### config.mk
export PLATFORM = sky130hd
export DESIGN_NAME = wifi_frame_capture_filter
export DESIGN_NICKNAME = d
export VERILOG_FILES = /design/src/wfcf_pkg.sv /design/src/wifi_frame_capture_filter.sv /design/src/wfcf_sec_div.sv
export SDC_FILE = /design/constraint.sdc
export NUM_CORES = 2
export LEC_CHECK = 0
export BUFFER_PORTS_ARGS = -buffer_cell sky130_fd_sc_hd__buf_2
export CAP_MARGIN = 20
export CORE_ASPECT_RATIO = 0.5
export CORE_MARGIN = 4
export CORE_UTILIZATION = 35
export CTS_BUF_LIST = sky130_fd_sc_hd__clkbuf_16
export CTS_CLUSTER_DIAMETER = 150
export CTS_CLUSTER_SIZE = 24
export DETAILED_ROUTE_END_ITERATION = 8
export PLACE_DENSITY = 0.56
export SYNTH_ARGS = -nofsm -noshare
export SYNTH_HDL_FRONTEND = slang
export SYNTH_SLANG_ARGS = --single-unit
### constraint.sdc
create_clock -name clk -period 16.1 [get_ports clk]
set_input_delay 1.61 -clock clk [delete_from_list [all_inputs] [get_ports clk]]
set_output_delay 1.61 -clock clk [all_outputs]
set_load 0.02 [all_outputs]
### src/wfcf_pkg.sv
// shared types and constants for the frame capture filter
// no dependencies; imported by wfcf_sec_div and wifi_frame_capture_filter
`default_nettype none

package wfcf_pkg;

    // field widths
    localparam int unsigned FC_W       = 8;
    localparam int unsigned ADDR_W     = 48;
    localparam int unsigned LEN_W      = 12;
    localparam int unsigned TS_W       = 63;
    localparam int unsigned SEC_W      = 32;
    localparam int unsigned MICROS_W   = 20;
    localparam int unsigned FLAGS_W    = 3;
    localparam int unsigned TIME_W     = 64;

    // stream and configuration port widths
    localparam int unsigned S_TDATA_W  = 232;
    localparam int unsigned M_TDATA_W  = 80;
    localparam int unsigned CFG_IDX_W  = 3;
    localparam int unsigned CFG_DATA_W = 48;

    // seconds divider: ts / 1000000 == (ts >> 6) / 15625
    localparam int unsigned LOW_W      = 6;
    localparam int unsigned X_W        = TS_W - LOW_W;
    localparam int unsigned CHUNK_W    = 19;
    localparam int unsigned NUM_CHUNKS = X_W / CHUNK_W;
    localparam int unsigned REM_W      = 14;
    localparam int unsigned DIVD_W     = REM_W + CHUNK_W;
    localparam int unsigned RECIP_W    = 33;
    localparam int unsigned RECIP_SHIFT = 46;
    localparam int unsigned DIV_ODD    = 15625;
    localparam logic [RECIP_W-1:0] RECIP_M = 33'd4503599627;

    localparam logic [TIME_W-1:0] BEACON_INTERVAL_US = 64'd5000000;
    localparam logic [LEN_W-1:0]  MAX_CAPTURE        = 12'd2048;
    localparam logic [MICROS_W-1:0] US_PER_SECOND    = 20'd1000000;

    // frame control decode
    localparam logic [1:0] FT_MGMT        = 2'd0;
    localparam logic [1:0] FT_CTRL        = 2'd1;
    localparam logic [3:0] SUBTYPE_BEACON = 4'd8;

    // capture_flags bits
    localparam int unsigned FLAG_FULL_DATA = 0;
    localparam int unsigned FLAG_THROTTLE  = 1;
    localparam int unsigned FLAG_FILTER    = 2;

    typedef enum logic [CFG_IDX_W-1:0] {
        CFG_CAPTURE_FLAGS   = 3'd0,
        CFG_FILTER_ADDRESS  = 3'd1,
        CFG_SMALL_DATA_SNAP = 3'd2,
        CFG_MGMT_CTRL_SNAP  = 3'd3,
        CFG_LARGE_THRESHOLD = 3'd4,
        CFG_LARGE_DATA_SNAP = 3'd5,
        CFG_SECONDS_OFFSET  = 3'd6
    } cfg_idx_t;

    // record fields carried alongside the divider
    typedef struct packed {
        logic [LOW_W-1:0] low6;
        logic [LEN_W-1:0] capt;
        logic [LEN_W-1:0] orig;
    } side_t;

endpackage

`default_nettype wire

### src/wifi_frame_capture_filter.sv
// Capture filter for received 802.11 frame headers. One header is taken per
// clock; a kept frame gives one record header after passing the input
// register, six divider stages and the output register, a dropped one gives
// nothing. The rate of one frame per cycle is held as long as records are
// taken; a three-chunk reciprocal divider splits the timestamp into seconds
// and microseconds. Beacon throttling is decided as a frame leaves the input
// register, so back-to-back beacons see each other.
// Depends on wfcf_pkg and wfcf_sec_div.
`default_nettype none

module wifi_frame_capture_filter (
    input  wire logic                             clk,
    input  wire logic                             rst_n,
    // s_tdata: frame_control[7:0], address_one[55:8], address_two[103:56],
    // address_three[151:104], frame_length[163:152], timestamp_us[226:164]
    input  wire logic                             s_tvalid,
    output logic                                  s_tready,
    input  wire logic [wfcf_pkg::S_TDATA_W-1:0]   s_tdata,
    // m_tdata: record_seconds[31:0], record_micros[51:32],
    // captured_length[63:52], original_length[75:64]
    output logic                                  m_tvalid,
    input  wire logic                             m_tready,
    output logic [wfcf_pkg::M_TDATA_W-1:0]        m_tdata,
    input  wire logic                             cfg_valid,
    output logic                                  cfg_ready,
    input  wire logic [wfcf_pkg::CFG_IDX_W-1:0]   cfg_index,
    input  wire logic [wfcf_pkg::CFG_DATA_W-1:0]  cfg_data
);
    import wfcf_pkg::*;

    // configuration
    logic [FLAGS_W-1:0] flags_reg;
    logic [ADDR_W-1:0]  faddr_reg;
    logic [LEN_W-1:0]   small_snap_reg;
    logic [LEN_W-1:0]   mgmt_snap_reg;
    logic [LEN_W-1:0]   thresh_reg;
    logic [LEN_W-1:0]   large_snap_reg;
    logic [SEC_W-1:0]   sec_off_reg;

    // input register
    logic               in_vld_reg;
    logic [FC_W-1:0]    fc_reg;
    logic [ADDR_W-1:0]  a1_reg;
    logic [ADDR_W-1:0]  a2_reg;
    logic [ADDR_W-1:0]  a3_reg;
    logic [LEN_W-1:0]   len_reg;
    logic [TS_W-1:0]    ts_reg;

    logic [TIME_W-1:0]  nbt_reg;
    logic [TIME_W-1:0]  nbt_next;

    // output register
    logic               out_vld_reg;
    logic [SEC_W-1:0]   out_sec_reg;
    logic [MICROS_W-1:0] out_us_reg;
    logic [LEN_W-1:0]   out_capt_reg;
    logic [LEN_W-1:0]   out_orig_reg;

    logic [1:0]         ftype;
    logic [3:0]         fsub;
    logic               addr_hit;
    logic               is_beacon;
    logic               throttle_chk;
    logic               too_soon;
    logic               keep;
    logic               in_move;
    logic [LEN_W-1:0]   snap;
    logic [LEN_W-1:0]   snap_max;
    logic [LEN_W-1:0]   snap_clamp;
    side_t              div_side_in;
    logic               div_in_ready;
    logic               div_out_valid;
    logic               div_out_ready;
    logic [SEC_W-1:0]   div_quot;
    logic [REM_W-1:0]   div_rem;
    side_t              div_side_out;

    assign cfg_ready = 1'b1;

    always_ff @(posedge clk or negedge rst_n)
    begin
        if (!rst_n)
        begin
            flags_reg      <= 3'd2;
            faddr_reg      <= '0;
            small_snap_reg <= 12'd256;
            mgmt_snap_reg  <= 12'd1024;
            thresh_reg     <= 12'd256;
            large_snap_reg <= 12'd128;
            sec_off_reg    <= '0;
        end
        else if (cfg_valid)
        begin
            case (cfg_idx_t'(cfg_index))
                CFG_CAPTURE_FLAGS:   flags_reg      <= cfg_data[FLAGS_W-1:0];
                CFG_FILTER_ADDRESS:  faddr_reg      <= cfg_data[ADDR_W-1:0];
                CFG_SMALL_DATA_SNAP: small_snap_reg <= cfg_data[LEN_W-1:0];
                CFG_MGMT_CTRL_SNAP:  mgmt_snap_reg  <= cfg_data[LEN_W-1:0];
                CFG_LARGE_THRESHOLD: thresh_reg     <= cfg_data[LEN_W-1:0];
                CFG_LARGE_DATA_SNAP: large_snap_reg <= cfg_data[LEN_W-1:0];
                CFG_SECONDS_OFFSET:  sec_off_reg    <= cfg_data[SEC_W-1:0];
                default: ;
            endcase
        end
    end

    // filter decision on the registered header
    assign ftype        = fc_reg[3:2];
    assign fsub         = fc_reg[7:4];
    assign addr_hit     = (a1_reg == faddr_reg) || (a2_reg == faddr_reg) ||
                          (a3_reg == faddr_reg);
    assign is_beacon    = (ftype == FT_MGMT) && (fsub == SUBTYPE_BEACON);
    assign throttle_chk = flags_reg[FLAG_FILTER] && addr_hit &&
                          flags_reg[FLAG_THROTTLE] && is_beacon;
    assign too_soon     = nbt_reg > {1'b0, ts_reg};
    assign keep         = !flags_reg[FLAG_FILTER] || (addr_hit && !(throttle_chk && too_soon));

    // dropped frames leave without waiting on the divider
    assign in_move  = in_vld_reg && (div_in_ready || !keep);
    assign s_tready = !in_vld_reg || in_move;

    always_comb
    begin
        nbt_next = nbt_reg;
        if (in_move && throttle_chk && !too_soon)
        begin
            nbt_next = {1'b0, ts_reg} + BEACON_INTERVAL_US;
        end
    end

    always_comb
    begin
        if ((ftype == FT_MGMT) || (ftype == FT_CTRL))
        begin
            snap = mgmt_snap_reg;
        end
        else if (flags_reg[FLAG_FULL_DATA])
        begin
            snap = len_reg;
        end
        else if (len_reg >= thresh_reg)
        begin
            snap = large_snap_reg;
        end
        else
        begin
            snap = small_snap_reg;
        end
    end

    assign snap_max   = (snap > MAX_CAPTURE) ? MAX_CAPTURE : snap;
    assign snap_clamp = (snap_max > len_reg) ? len_reg : snap_max;

    assign div_side_in.low6 = ts_reg[LOW_W-1:0];
    assign div_side_in.capt = snap_clamp;
    assign div_side_in.orig = len_reg;

    always_ff @(posedge clk or negedge rst_n)
    begin
        if (!rst_n)
        begin
            in_vld_reg <= 1'b0;
            nbt_reg    <= '0;
        end
        else
        begin
            if (s_tready)
            begin
                in_vld_reg <= s_tvalid;
            end
            nbt_reg <= nbt_next;
        end
    end

    always_ff @(posedge clk)
    begin
        if (s_tvalid && s_tready)
        begin
            fc_reg  <= s_tdata[7:0];
            a1_reg  <= s_tdata[55:8];
            a2_reg  <= s_tdata[103:56];
            a3_reg  <= s_tdata[151:104];
            len_reg <= s_tdata[163:152];
            ts_reg  <= s_tdata[226:164];
        end
    end

    wfcf_sec_div u_sec_div (
        .clk       (clk),
        .rst_n     (rst_n),
        .in_valid  (in_vld_reg && keep),
        .in_ready  (div_in_ready),
        .in_x      (ts_reg[TS_W-1:LOW_W]),
        .in_side   (div_side_in),
        .out_valid (div_out_valid),
        .out_ready (div_out_ready),
        .out_quot  (div_quot),
        .out_rem   (div_rem),
        .out_side  (div_side_out)
    );

    assign div_out_ready = !out_vld_reg || m_tready;

    always_ff @(posedge clk or negedge rst_n)
    begin
        if (!rst_n)
        begin
            out_vld_reg <= 1'b0;
        end
        else if (div_out_ready)
        begin
            out_vld_reg <= div_out_valid;
        end
    end

    always_ff @(posedge clk)
    begin
        if (div_out_ready && div_out_valid)
        begin
            out_sec_reg  <= div_quot + sec_off_reg;
            out_us_reg   <= {div_rem, div_side_out.low6};
            out_capt_reg <= div_side_out.capt;
            out_orig_reg <= div_side_out.orig;
        end
    end

    assign m_tvalid = out_vld_reg;
    assign m_tdata  = {4'b0, out_orig_reg, out_capt_reg, out_us_reg, out_sec_reg};

    a_micros_range: assert property (@(posedge clk) disable iff (!rst_n)
        m_tvalid |-> out_us_reg < US_PER_SECOND)
        else $error("record microseconds out of range");

    a_capt_bounds: assert property (@(posedge clk) disable iff (!rst_n)
        m_tvalid |-> (out_capt_reg <= out_orig_reg) && (out_capt_reg <= MAX_CAPTURE))
        else $error("captured length exceeds its limits");

    a_beacon_hold: assert property (@(posedge clk) disable iff (!rst_n)
        !in_move |=> nbt_reg == $past(nbt_reg))
        else $error("next beacon time moved without a frame leaving");

    a_rate: assert property (@(posedge clk) disable iff (!rst_n)
        !m_tvalid |-> s_tready)
        else $error("input refused while the output is empty");

endmodule

`default_nettype wire

### src/wfcf_sec_div.sv
// pipelined divide of (timestamp >> 6) by 15625, three chunks of 19 bits
// each chunk: reciprocal multiply stage, then back-multiply and correct stage
// depends on wfcf_pkg
`default_nettype none

module wfcf_sec_div (
    input  wire logic                       clk,
    input  wire logic                       rst_n,
    input  wire logic                       in_valid,
    output logic                            in_ready,
    input  wire logic [wfcf_pkg::X_W-1:0]   in_x,
    input  wire wfcf_pkg::side_t            in_side,
    output logic                            out_valid,
    input  wire logic                       out_ready,
    output logic [wfcf_pkg::SEC_W-1:0]      out_quot,
    output logic [wfcf_pkg::REM_W-1:0]      out_rem,
    output wfcf_pkg::side_t                 out_side
);
    import wfcf_pkg::*;

    localparam int unsigned STAGES = 2 * NUM_CHUNKS;

    typedef struct packed {
        logic [X_W-1:0]     x;
        logic [DIVD_W-1:0]  divd;
        logic [CHUNK_W-1:0] qe;
        logic [REM_W-1:0]   rem;
        logic [SEC_W-1:0]   quot;
        side_t              side;
    } stage_t;

    stage_t             src_w    [STAGES];
    stage_t             stg_next [STAGES];
    stage_t             stg_reg  [STAGES];
    logic [STAGES-1:0]  vld_reg;
    logic [STAGES-1:0]  vin;
    logic [STAGES-1:0]  rdy;

    always_comb
    begin
        src_w[0]      = '0;
        src_w[0].x    = in_x;
        src_w[0].side = in_side;
    end

    assign vin[0] = in_valid;

    genvar i;
    generate
        for (i = 1; i < STAGES; i++)
        begin : g_link
            assign src_w[i] = stg_reg[i-1];
            assign vin[i]   = vld_reg[i-1];
        end

        for (i = 0; i < STAGES; i++)
        begin : g_ctrl
            if (i == STAGES - 1)
            begin : g_last
                assign rdy[i] = !vld_reg[i] || out_ready;
            end
            else
            begin : g_mid
                assign rdy[i] = !vld_reg[i] || rdy[i+1];
            end

            always_ff @(posedge clk or negedge rst_n)
            begin
                if (!rst_n)
                begin
                    vld_reg[i] <= 1'b0;
                end
                else if (rdy[i])
                begin
                    vld_reg[i] <= vin[i];
                end
            end

            always_ff @(posedge clk)
            begin
                if (rdy[i] && vin[i])
                begin
                    stg_reg[i] <= stg_next[i];
                end
            end
        end
    endgenerate

    genvar k;
    generate
        for (k = 0; k < NUM_CHUNKS; k++)
        begin : g_chunk
            logic [DIVD_W-1:0]         a_divd;
            logic [DIVD_W+RECIP_W-1:0] a_prod;
            logic [DIVD_W-1:0]         b_prod;
            logic [DIVD_W-1:0]         b_diff;
            logic                      b_fix;
            logic [CHUNK_W-1:0]        b_q;

            // estimate is the true quotient or one below it
            assign a_divd = {src_w[2*k].rem, src_w[2*k].x[X_W-1-CHUNK_W*k -: CHUNK_W]};
            assign a_prod = a_divd * RECIP_M;

            always_comb
            begin
                stg_next[2*k]      = src_w[2*k];
                stg_next[2*k].divd = a_divd;
                stg_next[2*k].qe   = a_prod[RECIP_SHIFT +: CHUNK_W];
            end

            assign b_prod = DIVD_W'(src_w[2*k+1].qe) * DIVD_W'(DIV_ODD);
            assign b_diff = src_w[2*k+1].divd - b_prod;
            assign b_fix  = b_diff >= DIVD_W'(DIV_ODD);
            assign b_q    = src_w[2*k+1].qe + CHUNK_W'(b_fix);

            always_comb
            begin
                stg_next[2*k+1]      = src_w[2*k+1];
                stg_next[2*k+1].rem  = b_fix ? REM_W'(b_diff - DIVD_W'(DIV_ODD))
                                             : REM_W'(b_diff);
                stg_next[2*k+1].quot = {src_w[2*k+1].quot[SEC_W-CHUNK_W-1:0], b_q};
            end
        end
    endgenerate

    assign in_ready  = rdy[0];
    assign out_valid = vld_reg[STAGES-1];
    assign out_quot  = stg_reg[STAGES-1].quot;
    assign out_rem   = stg_reg[STAGES-1].rem;
    assign out_side  = stg_reg[STAGES-1].side;

    a_first_rem: assert property (@(posedge clk) disable iff (!rst_n)
        vld_reg[1] |-> stg_reg[1].rem < REM_W'(DIV_ODD))
        else $error("partial remainder out of range after first chunk");

    a_last_rem: assert property (@(posedge clk) disable iff (!rst_n)
        out_valid |-> out_rem < REM_W'(DIV_ODD))
        else $error("final remainder out of range");

    a_no_stall: assert property (@(posedge clk) disable iff (!rst_n)
        !out_valid |-> in_ready)
        else $error("divider refuses input with an empty last stage");

endmodule

`default_nettype wire
After elaboration in Yosys (flattened, before gate mapping) --
Memories as Yosys holds them, arrays and structs flattened. Cells that the tools add are included. W data, S select, Z words.
Storage, ports and cells: output and inout port bits 83, memories kept 1, word-level logic and storage cells 134, memory bits (writable) 1110, bits of input ports 288, bits in registers 506
Operators by class: $lt $le $gt $ge 7, equality and inequality tests 11, multiply operators 6, reductions and logical operators 52, muxes and demuxes 20, add/subtract/negate cells 11
Memory list:
- u_sec_div.stg_reg | depth 6, width 185, rd ports 6, clocked after memory_dff 0, write ports 6, RTL line wfcf_sec_div.sv:34 | stage_t stg_reg [STAGES];
Operator list (count):
- $eq A48 B48 Y1 | 3
- $mul A33 B33 Y65 const B | 2
- $ge A33 B14 Y1 const B | 3
- $mul A19 B14 Y33 const B | 3
- $sub A33 B33 Y33 | 3
- $add A63 B23 Y64 const B | 1
- $gt A64 B63 Y1 | 1
- $mux W12 | 5
- $add A19 B1 Y19 | 3
- $mul A19 B33 Y52 const B | 1
- $mux W14 | 3
- $sub A14 B14 Y14 const B | 3
- $add A32 B32 Y32 | 1
- $logic_and A1 B1 Y1 | 18
- $reduce_and A2 Y1 | 7
- $logic_or A1 B1 Y1 | 13
- $ge A12 B12 Y1 | 1
- $gt A12 B12 Y1 | 1
- $gt A12 B12 Y1 const B | 1
- $logic_not A1 Y1 | 12
- $mux W1 | 12
- $eq A3 B3 Y1 const B | 3
- $eq A3 B2 Y1 const B | 2
- $eq A4 B4 Y1 const B | 1
- 4 further kinds | 4

Logic depth before layout (Yosys ltp) --
depth after elaboration 15, gate-level depth with buffers 32

Cells and area by module --
A second synthesis with hierarchy kept.
Unflattened totals: cells, all modules 8352, area, all modules 99255.2 µm²
Modules (own cells, without submodules):
- wfcf_sec_div | instances 1, area an instance 75493.7 µm², seq. area each 15855.2 µm², cells an instance 6622
- wifi_frame_capture_filter | instances 1, area an instance 23761.5 µm², seq. area each 13974.7 µm², cells an instance 1730

Worst setup path after synthesis --
Ideal clock, no wire load.
path type flip-flop to flip-flop, start point reg ts_reg[44], end point mem u_sec_div.stg_reg[0][0] (netlist bit) (enable), cell stages (with the launch flop) 10, setup slack 6.082 ns, setup time 0.683 ns, arrival time 9.336 ns, period minus slack after synthesis 10.018 ns, cell sequence edfxtp_1 > inv_1 > ha_1 > nand4_1 > nor2_1 > nand2_1 > or3_1 > or3_1 > nor2b_1 > a211oi_1
RTL lines:
- start, declared | RTL line wifi_frame_capture_filter.sv:47 | logic [TS_W-1:0] ts_reg;
- start signal, assigned | RTL line wifi_frame_capture_filter.sv:184 | ts_reg <= s_tdata[226:164];
- end, declared | RTL line wfcf_sec_div.sv:34

==> metrics <==
outcome=completed; routed wire length=248 mm; R2R depth=27; number of synthesized flops with an enable pin=about 820; DR pass1 iterations=6; core area=0.283 sq mm; final setup fails=0; Die Y=385 microns; area delta synth->final=8.58%; most frequent cells in the layout=2,273 x inv_1, 1,541 x ha_1, 1,298 x fa_1; asr flop ratio synth=19.8%; syn avg cell area=11.7 sq um; min cycle time layout=9060 ps; Top cell by count, worst path=fa_1; Fillers=27,672; pin count of the biggest net entering global routing=90; Cell Area, Synth=approximately 0.1 sq mm; worst hold stages=0; Reg2Reg Capture Point=u_sec_div.stg_reg[2][94]$_DFFE_PP_; HP Class=register to register; initial antenna violation count=16; Crit. End Element=register; antenna-violating nets left=0; global-route usage over all layers=~17%; Final Slew Violations=0; Max Freq=0.110 GHz; Worst Path Arrival=9560 ps; post-synthesis sequential area ratio=between 20 and 30%; slowest CP cell=edfxtp_1; Overflow after GRT=0; maximum clock insertion buffer count=3; cell count after synthesis=approximately 8,500; Final Cycle Share=56.3%; Row Count=138; I/O Pins=371; Setup TNS=0 ps; HPWL after detailed placement=206 mm; clock root cell=clkbuf_16; via count=60,133; DRC violations left=0; vias in the first global route=63,721; TritonCTS clock tree=yes; vias per cell=4.71; # port buffers=~360; top_reg_cell synth=edfxtp_1; Yosys cell types=86; CTS resizes=0; Slew @ Worst Pin=1110 ps; FF+latch count, synth=about 1,000; Initial DRC Count=between 3,000 and 4,000; Critical Setup Path Class=register to register; Critical Path RT=approximately 17,000 ps; CP max stage delay=1100 ps; Yosys warning total=0; Worst Clk Skew=79.7 ps; Skew-Pair Late Insertion Delay=750 ps; fin util=a little under two fifths; global-route wire length before repair=385 mm; slew margin rel.=26.1%; crit path launch=u_sec_div.stg_reg[1][154]$_DFFE_PP_; die area=0.294 sq mm; post-detailed-route wirelength per cell=19.4 microns; Horiz. Die Dim=763 microns; layout cells sized above 1=around 8%; Max-cap violations=0; final RePlAce weighted congestion=0.892; CTS Sinks=1,027; NumNets Final=12,068; commonest non-fill, non-tap cell in the layout=inv_1; RSZ-0062 raised after global routing=false; CTS buffer count=51; setup bufs post-CTS=0; CTS clk-pin slew, worst paths=about 130 ps; total number of H-tree levels=2; worst setup path end=u_sec_div.stg_reg[2][94]$_DFFE_PP_; CP Launch Type=register; hold buffer count at CTS=0; Max FO, Critical Path=12; number of flip-flops in the largest register=between 500 and 600; flop-to-flop setup slack=between 7000 and 8000 ps; final hold viol count=0; initial core utilization=35.2%; r2r startpoint=u_sec_div.stg_reg[1][154]$_DFFE_PP_
==> synthesized netlist by cell type, types with 8 or more instances <==
master / count / area, sq um
a2111oi_0: 10 / 87.6
a211o_1: 11 / 96.3
a211oi_1: 32 / 240
a21boi_0: 11 / 82.6
a21o_1: 136 / 1020
a21oi_1: 201 / 1010
a31oi_1: 44 / 275
and2_1: 25 / 156
and3_1: 36 / 225
buf_2: 15 / 75.1
clkbuf_1: 39 / 146
dfrtp_1: 198 / 4950
edfxtp_1: 824 / 24700
fa_1: 1298 / 26000
ha_1: 1541 / 19300
inv_1: 2238 / 8400
mux2_2: 185 / 2080
mux2i_1: 17 / 170
nand2_1: 206 / 773
nand2b_1: 42 / 263
nand3_1: 112 / 561
nand4_1: 63 / 394
nand4b_1: 10 / 87.6
nor2_1: 204 / 766
nor2b_1: 47 / 294
nor3_1: 56 / 280
nor3b_1: 14 / 105
nor4_1: 53 / 332
nor4b_1: 8 / 70.1
o2111ai_1: 10 / 87.6
o211a_1: 9 / 90.1
o211ai_1: 21 / 158
o21a_1: 32 / 240
o21ai_0: 146 / 731
o21bai_1: 15 / 113
o31ai_1: 27 / 203
o41ai_1: 8 / 70.1
or2_2: 23 / 144
or3_1: 25 / 156
xnor2_1: 184 / 1610
xor2_1: 206 / 1800
==> layer usage <==
layer / share of wire [%] / vias up / GRT usage, %
li1: - / 28513 / -
met2: 48 / 988 / 28.7
met4: 2.1 / 2 / 3.39
met5: 0.0052 / - / 0
met1: 46 / 30443 / 24.0
met3: 4.0 / 187 / 1.87
==> area by class of cell <==
class / instances / area [sq um] / area share, %
inverters: 2238 / 8400 / 7.76
diodes: 8 / 20.0 / 0.0185
well taps: 3780 / 4730 / 4.37
multi-input cells: 5191 / 61200 / 56.6
clock buffers: 52 / 1300 / 1.20
clock inverters: 44 / 312 / 0.288
repair buffers: 432 / 2370 / 2.19
flip-flops and latches: 1027 / 29800 / 27.6
==> cells by family after synthesis <==
group                    share of synthesized area [%]
buffers and inverters                             8.72
other                                          0.00754
XOR/XNOR                                          3.43
adder cells (fa/ha/maj)                           45.4
multiplexers                                      2.26
flip-flops                                        29.9
AND/OR/NAND/NOR                                   4.86
AO/OA/AOI/OAI                                     5.37
==> critical path: cells and delay by family, from the launching register on <==
family	cells	cell delay, ps
xor+xnor	1	80
compound gates	10	2780
buf+inv	7	630
fa+ha+maj	9	4170
flops	1	1100
==> how the worst min path moves through the flow <==
stage | slack (ps) | startpoint | endpoint
CTS | 370 | u_sec_div.stg_reg[0][142]$_DFFE_PP_ | u_sec_div.stg_reg[1][142]$_DFFE_PP_
floorplan | 400 | u_sec_div.stg_reg[5][12]$_DFFE_PP_ | out_capt_reg[0]$_DFFE_PP_
detailed placement | 400 | u_sec_div.stg_reg[5][15]$_DFFE_PP_ | out_capt_reg[3]$_DFFE_PP_
global route | 390 | u_sec_div.stg_reg[0][142]$_DFFE_PP_ | u_sec_div.stg_reg[1][142]$_DFFE_PP_
finish | 390 | u_sec_div.stg_reg[0][142]$_DFFE_PP_ | u_sec_div.stg_reg[1][142]$_DFFE_PP_
global placement | 400 | u_sec_div.stg_reg[0][3]$_DFFE_PP_ | u_sec_div.stg_reg[1][3]$_DFFE_PP_
==> metrics by stage <==
step           setup slack, ps  instances  area [sq um]  hold WS, ps
2_1_floorplan             6080       8519         99700          400
3_3_place_gp              7100      12666        107000          401
3_5_place_dp              7000      12666        107000          405
4_1_cts                   6960      12762        108000          373
5_1_grt                   6540      12770        108000          386
6_report                  7040      12772        108000          394
Power is not shown: default switching activity piles up to over one toggle a cycle in this logic, so the estimate is an artifact.
